`config.mk`:
```
export PLATFORM = sky130hd
export DESIGN_NAME = seek_command_packet_parser_flat
export DESIGN_NICKNAME = d
export VERILOG_FILES = /design/src/design/scpp_pkg.sv /design/src/design/scpp_if.sv /design/src/design/seek_command_packet_parser.sv /design/src/flat_wrapper.sv
export SDC_FILE = /design/constraint.sdc
export NUM_CORES = 1
export LEC_CHECK = 0
export BUFFER_PORTS_ARGS = -buffer_cell sky130_fd_sc_hd__buf_2
export CAP_MARGIN = 40
export CELL_PAD_IN_SITES_DETAIL_PLACEMENT = 1
export CELL_PAD_IN_SITES_GLOBAL_PLACEMENT = 1
export CORE_UTILIZATION = 42
export CTS_CLUSTER_DIAMETER = 100
export DETAILED_ROUTE_END_ITERATION = 8
export MAX_ROUTING_LAYER = met4
export PLACE_DENSITY_LB_ADDON = 0.3
export RECOVER_POWER = 100
export SYNTH_ARGS = -nofsm -noshare
export SYNTH_HDL_FRONTEND = slang
export SYNTH_SLANG_ARGS = --single-unit
```
`constraint.sdc`:
```
create_clock -name clock -period 5.8 [get_ports clock]
set_input_delay 0.58 -clock clock [delete_from_list [all_inputs] [get_ports clock]]
set_output_delay 0.58 -clock clock [all_outputs]
set_load 0.02 [all_outputs]
```
`src/design/scpp_pkg.sv`:
```
`timescale 1ns / 1ps

package scpp_pkg;

   localparam int COUNT_BITS = 16;
   localparam logic [COUNT_BITS-1:0] COUNT_MAX = {COUNT_BITS{1'b1}};

   localparam int PREFIX_LEN        = 19;
   localparam int PREFIX_INDEX_BITS = $clog2(PREFIX_LEN + 1);

   localparam logic [7:0] CHAR_COMMA   = 8'h2c;
   localparam logic [7:0] CHAR_NEWLINE = 8'h0a;
   localparam logic [7:0] CHAR_ZERO    = 8'h30;
   localparam logic [7:0] CHAR_NINE    = 8'h39;

   typedef enum logic [2:0] {
      PH_PREFIX = 3'd0,
      PH_FIRST  = 3'd1,
      PH_SECOND = 3'd2,
      PH_TAIL   = 3'd3,
      PH_WRITE  = 3'd4
   } phase_type;

   typedef enum logic [1:0] {
      KIND_SEEK       = 2'd0,
      KIND_WRITE_NL   = 2'd1,
      KIND_WRITE_NONE = 2'd2
   } kind_type;

   // command prefix, one byte per position
   function automatic logic [7:0] prefix_byte(input logic [PREFIX_INDEX_BITS-1:0] idx);
      logic [7:0] b;
      b = 8'h00;
      case (idx)
         5'd0:    b = 8'h41;
         5'd1:    b = 8'h45;
         5'd2:    b = 8'h53;
         5'd3:    b = 8'h44;
         5'd4:    b = 8'h43;
         5'd5:    b = 8'h48;
         5'd6:    b = 8'h41;
         5'd7:    b = 8'h52;
         5'd8:    b = 8'h5f;
         5'd9:    b = 8'h49;
         5'd10:   b = 8'h4f;
         5'd11:   b = 8'h43;
         5'd12:   b = 8'h53;
         5'd13:   b = 8'h45;
         5'd14:   b = 8'h45;
         5'd15:   b = 8'h4b;
         5'd16:   b = 8'h54;
         5'd17:   b = 8'h4f;
         5'd18:   b = 8'h3a;
         default: b = 8'h00;
      endcase
      return b;
   endfunction

endpackage

```
`src/design/scpp_if.sv`:
```
`timescale 1ns / 1ps

interface scpp_req_if;
   logic       valid;
   logic       ready;
   logic [7:0] data_byte;
   logic       last_byte;

   modport source (output valid, output data_byte, output last_byte, input ready);
   modport sink   (input valid, input data_byte, input last_byte, output ready);
endinterface

interface scpp_rsp_if;
   logic        valid;
   logic        ready;
   logic [1:0]  packet_class;
   logic [31:0] seek_command;
   logic [31:0] seek_offset;
   logic [15:0] newline_position;
   logic [15:0] packet_size;

   modport source (output valid, output packet_class, output seek_command,
                   output seek_offset, output newline_position,
                   output packet_size, input ready);
   modport sink   (input valid, input packet_class, input seek_command,
                   input seek_offset, input newline_position,
                   input packet_size, output ready);
endinterface

```
`src/design/seek_command_packet_parser.sv`:
```
// A result is loaded into the result register when the word that ends its packet leaves the input register.
// Throughput: one word per cycle; the input register and the result register
// both advance in the same cycle, so a waiting result does not stall the other words.
// A final word stalls only while the result register holds an untaken result.
// Reset (synchronous, active high) clears the valid flags and all parse state.
`timescale 1ns / 1ps

module seek_command_packet_parser (
   input  logic              clock,
   input  logic              reset,
   scpp_req_if.sink          req_port,
   scpp_rsp_if.source        rsp_port
);

   localparam int CB = scpp_pkg::COUNT_BITS;
   localparam int IB = scpp_pkg::PREFIX_INDEX_BITS;

   // input register
   logic       s1_valid_ff, s1_valid_in;
   logic [7:0] s1_byte_ff;
   logic       s1_last_ff;
   logic       req_accept;
   logic       s1_fire;

   // parse state
   scpp_pkg::phase_type phase_ff, phase_step, phase_in;
   logic [IB-1:0] prefix_index_ff, prefix_index_step;
   logic [31:0]   first_number_ff, first_number_step;
   logic [31:0]   second_number_ff, second_number_step;
   logic          digit_seen_ff, digit_seen_step;
   logic [CB-1:0] byte_count_ff, byte_count_step;
   logic [CB-1:0] newline_index_ff, newline_index_step;
   logic          newline_found_ff, newline_found_step;

   logic          is_digit;
   logic [3:0]    digit;
   logic          prefix_hit;
   logic          seek;

   // result register
   logic                 rsp_valid_ff, rsp_valid_in;
   scpp_pkg::kind_type   kind_ff, kind_in;
   logic [31:0]          command_ff, command_in;
   logic [31:0]          offset_ff, offset_in;
   logic [15:0]          nl_pos_ff, nl_pos_in;
   logic [15:0]          size_ff, size_in;

   assign s1_fire = s1_valid_ff && (!s1_last_ff || !rsp_valid_ff || rsp_port.ready);
   assign req_port.ready = !s1_valid_ff || s1_fire;
   assign req_accept = req_port.valid && req_port.ready;

   always_comb begin
      if (req_accept) begin
         s1_valid_in = 1'b1;
      end else if (s1_fire) begin
         s1_valid_in = 1'b0;
      end else begin
         s1_valid_in = s1_valid_ff;
      end
   end

   assign is_digit   = (s1_byte_ff >= scpp_pkg::CHAR_ZERO) && (s1_byte_ff <= scpp_pkg::CHAR_NINE);
   assign digit      = 4'(s1_byte_ff - scpp_pkg::CHAR_ZERO);
   assign prefix_hit = (prefix_index_ff < IB'(scpp_pkg::PREFIX_LEN))
                    && (s1_byte_ff == scpp_pkg::prefix_byte(prefix_index_ff));

   // next phase
   always_comb begin
      phase_step = phase_ff;
      case (phase_ff)
         scpp_pkg::PH_PREFIX: begin
            if (!prefix_hit) begin
               phase_step = scpp_pkg::PH_WRITE;
            end else if (prefix_index_ff == IB'(scpp_pkg::PREFIX_LEN - 1)) begin
               phase_step = scpp_pkg::PH_FIRST;
            end
         end
         scpp_pkg::PH_FIRST: begin
            if (is_digit) begin
               phase_step = scpp_pkg::PH_FIRST;
            end else if (s1_byte_ff == scpp_pkg::CHAR_COMMA && digit_seen_ff) begin
               phase_step = scpp_pkg::PH_SECOND;
            end else begin
               phase_step = scpp_pkg::PH_WRITE;
            end
         end
         scpp_pkg::PH_SECOND: begin
            if (is_digit) begin
               phase_step = scpp_pkg::PH_SECOND;
            end else if (digit_seen_ff) begin
               phase_step = scpp_pkg::PH_TAIL;
            end else begin
               phase_step = scpp_pkg::PH_WRITE;
            end
         end
         default: phase_step = phase_ff;
      endcase
      phase_in = s1_last_ff ? scpp_pkg::PH_PREFIX : phase_step;
   end

   // datapath and result
   always_comb begin
      newline_found_step = newline_found_ff;
      newline_index_step = newline_index_ff;
      if (s1_byte_ff == scpp_pkg::CHAR_NEWLINE && !newline_found_ff) begin
         newline_found_step = 1'b1;
         newline_index_step = byte_count_ff;
      end
      byte_count_step = (byte_count_ff == scpp_pkg::COUNT_MAX) ? byte_count_ff
                                                               : byte_count_ff + 1'b1;

      prefix_index_step  = prefix_index_ff;
      first_number_step  = first_number_ff;
      second_number_step = second_number_ff;
      digit_seen_step    = digit_seen_ff;
      case (phase_ff)
         scpp_pkg::PH_PREFIX: begin
            if (prefix_hit) begin
               prefix_index_step = prefix_index_ff + 1'b1;
               digit_seen_step   = 1'b0;
            end
         end
         scpp_pkg::PH_FIRST: begin
            if (is_digit) begin
               first_number_step = {first_number_ff[28:0], 3'b000}
                                 + {first_number_ff[30:0], 1'b0} + {28'd0, digit};
               digit_seen_step   = 1'b1;
            end else if (s1_byte_ff == scpp_pkg::CHAR_COMMA && digit_seen_ff) begin
               digit_seen_step = 1'b0;
            end
         end
         scpp_pkg::PH_SECOND: begin
            if (is_digit) begin
               second_number_step = {second_number_ff[28:0], 3'b000}
                                  + {second_number_ff[30:0], 1'b0} + {28'd0, digit};
               digit_seen_step    = 1'b1;
            end
         end
         default: begin
         end
      endcase

      seek = (phase_step == scpp_pkg::PH_TAIL)
          || (phase_step == scpp_pkg::PH_SECOND && digit_seen_step);
      if (seek) begin
         kind_in    = scpp_pkg::KIND_SEEK;
         command_in = first_number_step;
         offset_in  = second_number_step;
         nl_pos_in  = 16'd0;
         size_in    = 16'd0;
      end else begin
         kind_in    = newline_found_step ? scpp_pkg::KIND_WRITE_NL
                                         : scpp_pkg::KIND_WRITE_NONE;
         command_in = 32'd0;
         offset_in  = 32'd0;
         nl_pos_in  = newline_found_step ? 16'(newline_index_step) : 16'(byte_count_step);
         size_in    = 16'(byte_count_step);
      end

      if (s1_fire && s1_last_ff) begin
         rsp_valid_in = 1'b1;
      end else if (rsp_port.ready) begin
         rsp_valid_in = 1'b0;
      end else begin
         rsp_valid_in = rsp_valid_ff;
      end
   end

   always_ff @(posedge clock) begin
      if (reset) begin
         s1_valid_ff <= 1'b0;
      end else begin
         s1_valid_ff <= s1_valid_in;
      end
      if (req_accept) begin
         s1_byte_ff <= req_port.data_byte;
         s1_last_ff <= req_port.last_byte;
      end
   end

   always_ff @(posedge clock) begin
      if (reset) begin
         phase_ff         <= scpp_pkg::PH_PREFIX;
         prefix_index_ff  <= '0;
         first_number_ff  <= '0;
         second_number_ff <= '0;
         digit_seen_ff    <= 1'b0;
         byte_count_ff    <= '0;
         newline_index_ff <= '0;
         newline_found_ff <= 1'b0;
      end else if (s1_fire) begin
         phase_ff <= phase_in;
         if (s1_last_ff) begin
            prefix_index_ff  <= '0;
            first_number_ff  <= '0;
            second_number_ff <= '0;
            digit_seen_ff    <= 1'b0;
            byte_count_ff    <= '0;
            newline_index_ff <= '0;
            newline_found_ff <= 1'b0;
         end else begin
            prefix_index_ff  <= prefix_index_step;
            first_number_ff  <= first_number_step;
            second_number_ff <= second_number_step;
            digit_seen_ff    <= digit_seen_step;
            byte_count_ff    <= byte_count_step;
            newline_index_ff <= newline_index_step;
            newline_found_ff <= newline_found_step;
         end
      end
   end

   always_ff @(posedge clock) begin
      if (reset) begin
         rsp_valid_ff <= 1'b0;
      end else begin
         rsp_valid_ff <= rsp_valid_in;
      end
      if (s1_fire && s1_last_ff) begin
         kind_ff    <= kind_in;
         command_ff <= command_in;
         offset_ff  <= offset_in;
         nl_pos_ff  <= nl_pos_in;
         size_ff    <= size_in;
      end
   end

   assign rsp_port.valid            = rsp_valid_ff;
   assign rsp_port.packet_class     = kind_ff;
   assign rsp_port.seek_command     = command_ff;
   assign rsp_port.seek_offset      = offset_ff;
   assign rsp_port.newline_position = nl_pos_ff;
   assign rsp_port.packet_size      = size_ff;

endmodule

```
`src/flat_wrapper.sv`:
```
// flat-port wrapper written by rule: the top's interface ports become plain ports
module seek_command_packet_parser_flat 
  (clock, reset, req_port_valid, req_port_data_byte, req_port_last_byte, req_port_ready, rsp_port_valid, rsp_port_packet_class, rsp_port_seek_command, rsp_port_seek_offset, rsp_port_newline_position, rsp_port_packet_size, rsp_port_ready);
  scpp_req_if req_port_i ();
  scpp_rsp_if rsp_port_i ();
  input  logic clock;
  input  logic reset;
  input wire logic [$bits(req_port_i.valid)-1:0] req_port_valid;
  input wire logic [$bits(req_port_i.data_byte)-1:0] req_port_data_byte;
  input wire logic [$bits(req_port_i.last_byte)-1:0] req_port_last_byte;
  output wire logic [$bits(req_port_i.ready)-1:0] req_port_ready;
  output wire logic [$bits(rsp_port_i.valid)-1:0] rsp_port_valid;
  output wire logic [$bits(rsp_port_i.packet_class)-1:0] rsp_port_packet_class;
  output wire logic [$bits(rsp_port_i.seek_command)-1:0] rsp_port_seek_command;
  output wire logic [$bits(rsp_port_i.seek_offset)-1:0] rsp_port_seek_offset;
  output wire logic [$bits(rsp_port_i.newline_position)-1:0] rsp_port_newline_position;
  output wire logic [$bits(rsp_port_i.packet_size)-1:0] rsp_port_packet_size;
  input wire logic [$bits(rsp_port_i.ready)-1:0] rsp_port_ready;
  assign req_port_i.valid = req_port_valid;
  assign req_port_i.data_byte = req_port_data_byte;
  assign req_port_i.last_byte = req_port_last_byte;
  assign req_port_ready = req_port_i.ready;
  assign rsp_port_valid = rsp_port_i.valid;
  assign rsp_port_packet_class = rsp_port_i.packet_class;
  assign rsp_port_seek_command = rsp_port_i.seek_command;
  assign rsp_port_seek_offset = rsp_port_i.seek_offset;
  assign rsp_port_newline_position = rsp_port_i.newline_position;
  assign rsp_port_packet_size = rsp_port_i.packet_size;
  assign rsp_port_i.ready = rsp_port_ready;
  seek_command_packet_parser u_core (.clock(clock), .reset(reset), .req_port(req_port_i), .rsp_port(rsp_port_i));
endmodule
```
### After elaboration in Yosys (flattened, before gate mapping)

Memories as Yosys holds them, arrays and structs flattened. A register that Yosys moved wholly into a read port is not among the register bits.
Index checks and enable logic that the tools add are counted.

* $add $sub $neg: 7
* magnitude comparators: 3
* eq/ne operators: 9
* muxes and demuxes: 37
* reduce and logical (&&, ||, !) cells: 22

Operators with widths (count)
* 32-bit 2-to-1 mux: 6
* 16-bit 2-to-1 mux: 5
* 32-bit adder: 2
* 32-bit by 4-bit adder with 32-bit output: 2
* 5-bit 2-to-1 mux: 5
* 3-bit 2-to-1 mux: 7
* 16-bit by 1-bit adder with 16-bit output, second input constant: 1
* 16-bit equality test, second input constant: 1
* 1-bit 2-to-1 mux: 11
* 3-bit by 2-bit equality test with 1-bit output, second input constant: 3
* 3-bit case mux with 3 select lines: 1
* 8-bit by 4-bit equality test with 1-bit output, second input constant: 1
* 8-bit by 6-bit equality test with 1-bit output, second input constant: 1
* 8-bit equality test: 1
* 8-bit by 6-bit greater-or-equal comparator with 1-bit output, second input constant: 1
* 8-bit by 6-bit less-or-equal comparator with 1-bit output, second input constant: 1
* 1-bit logical AND: 8
* 2-bit nonzero test: 4
* 5-bit by 1-bit adder with 5-bit output, second input constant: 1
* 5-bit equality test, second input constant: 1
* 5-bit less-than comparator, second input constant: 1
* 1-bit logical NOT: 4
* 1-bit logical OR: 4
* 4-bit by 1-bit subtractor with 4-bit output, second input constant: 1
* 5 further kinds: 5

* register bits after elaboration: 215
* ROM bits: 224
* word-level logic and storage cells: 96
* memories kept: 1
* output and inout bits: 100

Memory list
* (no name shown): words 32, bits a word 7, read ports 1, clocked after memory_dff 1, write ports 0, RTL line scpp_pkg.sv:34 `case (idx)`

### Logic depth before layout (Yosys ltp)

* depth in word-level cells: 8
* depth in mapped cells: 14
* gate-level depth less buffers: 12

### Least setup slack after synthesis

Ideal clock, no wire load.

* kind: input -> register
* start: in rsp_port_ready
* end: reg u_core.nl_pos_ff[0], in the netlist u_core.rsp_port.newline_position[0] (enable)
* stages on the path: 4
* arrival: 5.180 ns
* path slack: 0.064 ns
* cells stage by stage: nand2b_1 > o21ai_1 > clkbuf_1 > nor2_1

* word-level cells in the longest chain between the ends: 3

RTL lines
* start, declared: RTL line flat_wrapper.sv:18 `input wire logic [$bits(rsp_port_i.ready)-1:0] rsp_port_ready;`
* 1-bit logical OR: RTL line seek_command_packet_parser.sv:48 `assign s1_fire = s1_valid_ff && (!s1_last_ff || !rsp_valid_ff || rsp_port.ready);`
* 1-bit logical AND: RTL line seek_command_packet_parser.sv:48
* 1-bit logical AND: RTL line seek_command_packet_parser.sv:219 `if (s1_fire && s1_last_ff) begin`
* end signal, assigned: RTL line seek_command_packet_parser.sv:223 `nl_pos_ff <= nl_pos_in;`
* end, declared: RTL line seek_command_packet_parser.sv:45 `logic [15:0] nl_pos_ff, nl_pos_in;`

Every way passes these cells.
A chain may end at the register's enable or synchronous reset.

### Final worst setup path

* start: reg u_core.s1_last_ff
* end: reg u_core.size_ff[0], in the netlist u_core.rsp_port.packet_size[0] (enable)

* word-level cells in the longest chain between the ends: 5

RTL lines
* start, declared: RTL line seek_command_packet_parser.sv:21 `logic s1_last_ff;`
* start signal, assigned: RTL line seek_command_packet_parser.sv:177 `s1_last_ff <= req_port.last_byte;`
* 1-bit logical NOT: RTL line seek_command_packet_parser.sv:48
* 1-bit logical OR (2 in a row): RTL line seek_command_packet_parser.sv:48
* 1-bit logical AND: RTL line seek_command_packet_parser.sv:48
* 1-bit logical AND (*): RTL line seek_command_packet_parser.sv:219
* end signal, assigned: RTL line seek_command_packet_parser.sv:224 `size_ff <= size_in;`
* end, declared: RTL line seek_command_packet_parser.sv:46 `logic [15:0] size_ff, size_in;`

Mark *: on every way between the ends. The rest lies on a longest branch, timed or not.

==> results.toml <==
[status]
status = "complete, but fails checks"
violations = "capacitance limit, slew limit"

[timing]
finalSetupTns_ns = 0
rsz0062_at_grt = "no"
fin_crit_sh_pct = 80.4
hold_viol_final = 0
setup_viol = 0
drv_slew = 100
fmax_mhz = 214
period_needed_ns = 4.66
setup_slack_ns = 1.14
fin_skew_ns = 0.00736
timing.hold.ws_ns = 0.216
worst_pin_slew_ns = 3.13
relSlewSlack_pct = -109

[global_routing]
grt_max_degree = 54
grt_first_pass_wirelength_um = 63700
grt.overflow.total = 0
grtUsageTotal_pct = 24.5
antenna_found_initial = 1
first_global_vias = 11900

[setup_path]
cp-end-kind = "flop"
start_kind = "flop"
worstRegToRegCells = 5
worst_r2r_endpoint = "u_core.rsp_port.packet_size[0]"
worstPathRequired_ns = 5.88
r2r_slack_ns = 1.14
arrival_ns = 4.75
crit_type = "flop to flop"
worstReg2RegStart = "u_core.s1_last_ff"
crit_fanout = 53

[yosys]
ys_warn_count = 0
ys_ff_latch = 222
syn_nets = 1633
synth.distinct_cells = 74
ys_async_sr_fraction_pct = 0
synthCells = 1492
synth_flop_cell = "dfxtp_1"
synth.cell_area_um2 = 13600
synth-seq-area-share_pct = 40.6
syn_area_per_cell_um2 = 9.10
synth-edff-count = 107

[cts]
cts_resized = 0
cts_tree = "yes"
htreeDepth = 1
clk_pin_slew_ns = 0.06
clock-sinks = 222
cts_buffers = 26
cts_setup_buffers = 0
ctsHoldBuffers = 0
cts_buffer_depth = 3
clockRootBuffer = "clkbuf_16"
clock_latency_ns = 0.54

[die]
die_area_um2 = 33100
rows = 65
core_area_um2 = 31700
initial_core_util_pct = 42.8
io_pins = 113
chipHeight_um = 182
fp.dieW_um = 182

[routing]
via_count = 11800
drc = 0
drtPass1Iterations = 5
initialDrtViolationCount = 700
wl_per_cell_um = 19.7
ant_nets = 0
via_per_inst = 5.89
wl_um = 39200

[placement]
port_buffers = 112
preCtsSetupSlack_ns = 1.85
dpl.hpwl_um = 27800
gp_congestion = 0.857

[worst_hold_path]
hp-class = "input port to flop"
hold_depth = 1
worstHoldStart = "req_port_data_byte[1]"
holdPathEnd = "u_core.s1_byte_ff[1]"

[power_and_ir_drop]
finalPower_uw = 3430
power.density_nw_per_um2 = 227
ir_drop_mv = 0.192
leakage_uw = 0.00591

[finish]
fin_nets = 1714
drive_above_1_share_pct = 4.40
areaGrowthSynthToFinish_pct = 11.5
utilization_pct = 47.8

[run]
cap_violations = 3
-- how the worst max path moves through the flow --
| stage | startpoint | to | slack (ns) |
|---|---|---|---|
| after floorplan | rsp_port_ready | u_core.rsp_port.newline_position[0] | 0.06 |
| after global placement | u_core.s1_byte_ff[3] | u_core.first_number_ff[30] | 1.93 |
| after detailed placement | u_core.s1_byte_ff[3] | u_core.first_number_ff[30] | 1.85 |
| after CTS | u_core.s1_byte_ff[3] | u_core.first_number_ff[24] | 1.80 |
| after global routing | u_core.s1_last_ff | u_core.rsp_port.packet_size[0] | 0.88 |
| final | u_core.s1_last_ff | u_core.rsp_port.packet_size[0] | 1.14 |
-- critical path: stages (launching register included) --
cell      delay [ns]
edfxtp_1        0.64
inv_1           0.38
o21ai_0         0.14
clkbuf_1        0.52
nor2_4          0.24
clkbuf_1        2.22
-- flip-flops by register name, summed over array words and instances, names as in the netlist, 2 cells and up, named ones only --
name,cells
u_core.second_number_ff,32
u_core.rsp_port.packet_size,16
u_core.s1_byte_ff,8
u_core.rsp_port.packet_class,2
u_core.phase_ff,3
u_core.rsp_port.seek_command,32
u_core.newline_index_ff,16
u_core.rsp_port.newline_position,16
u_core.rsp_port.seek_offset,32
u_core.byte_count_ff,16
u_core.first_number_ff,32
u_core.prefix_index_ff,5
-- synth_stat cells (all sizes together) (16+ instances only) --
| master | count | area share [%] |
|---|---|---|
| or3 | 20 | 0.92 |
| a22o | 26 | 1.7 |
| a31oi | 19 | 0.87 |
| nor2 | 149 | 4.1 |
| nand3 | 44 | 1.6 |
| buf | 16 | 0.81 |
| xor2 | 39 | 2.5 |
| o21ai | 71 | 2.6 |
| a21o | 31 | 1.7 |
| a21oi | 143 | 5.3 |
| inv | 40 | 1.1 |
| nand2 | 162 | 4.5 |
| nor3 | 18 | 0.75 |
| edfxtp | 107 | 24 |
| dfxtp | 115 | 17 |
| a22oi | 37 | 2.0 |
| clkbuf | 70 | 1.9 |
| xnor2 | 43 | 2.8 |
| and3 | 20 | 0.92 |
| ha | 124 | 11 |
-- where the power goes --
part / internal (uW) / leakage [uW] / switching [uW] / total, uW
clock network: 960 / 0.000406 / 657 / 1620
registers: 1670 / 0.00182 / 17.0 / 1680
logic: 27.6 / 0.00368 / 102 / 130
total: 2660 / 0.00591 / 776 / 3430
-- layout make-up --
type	instances	area [um^2]
sequential	222	5520
timing repair buffer	139	613
multi-input combinational	1143	7530
antenna	1	2.50
tap	402	503
fill	3739	16600
clock buffer	36	729
inverter	41	154
clock inverter	11	103
-- placed cells by master, fill, tap and decap left out, drive strengths merged, types with 12 or more instances in the layout --
| cell | instances |
|---|---|
| ha | 124 |
| nand3 | 44 |
| o21bai | 13 |
| dfxtp | 115 |
| xor2 | 39 |
| and3 | 20 |
| nor3 | 18 |
| nor2 | 149 |
| mux2i | 12 |
| o21a | 12 |
| nand2 | 162 |
| a21oi | 143 |
| clkbuf | 155 |
| buf | 20 |
| nor4 | 12 |
| or3 | 20 |
| a31oi | 19 |
| o21ai | 71 |
| xnor2 | 43 |
| edfxtp | 107 |
| a21o | 31 |
| a22o | 26 |
| inv | 40 |
| a22oi | 37 |
-- cell families (layout without fill, tap and decap cells) --
group	after synthesis	count (layout)	synth area share, %
DFF	222	222	40.6
other	0	1	0
buffers and inverters	127	227	3.88
AOI/OAI and AO/OA	430	430	20.5
xor gates and xnor gates	82	82	5.29
adders and majority gates	128	128	12.0
muxes	13	13	0.967
and+or+nand+nor	490	490	16.8
-- stage by stage --
| step | instances | instance area (um^2) |
|---|---|---|
| global route | 1995 | 15100 |
| finish | 1995 | 15100 |
| global placement | 1940 | 14500 |
| detailed placement | 1947 | 14500 |
| CTS | 1994 | 15400 |
| floorplan | 1492 | 13600 |
-- routing by layer --
metal	vias up	GRT usage, %	share of wire, %
met4	0	6.64	2.1
met3	61	2.83	4.3
met2	244	40.0	46
met1	5835	32.1	47
li1	5620	-	-
met5	-	-	0
Note: power is estimated with default switching activity, not from simulation.
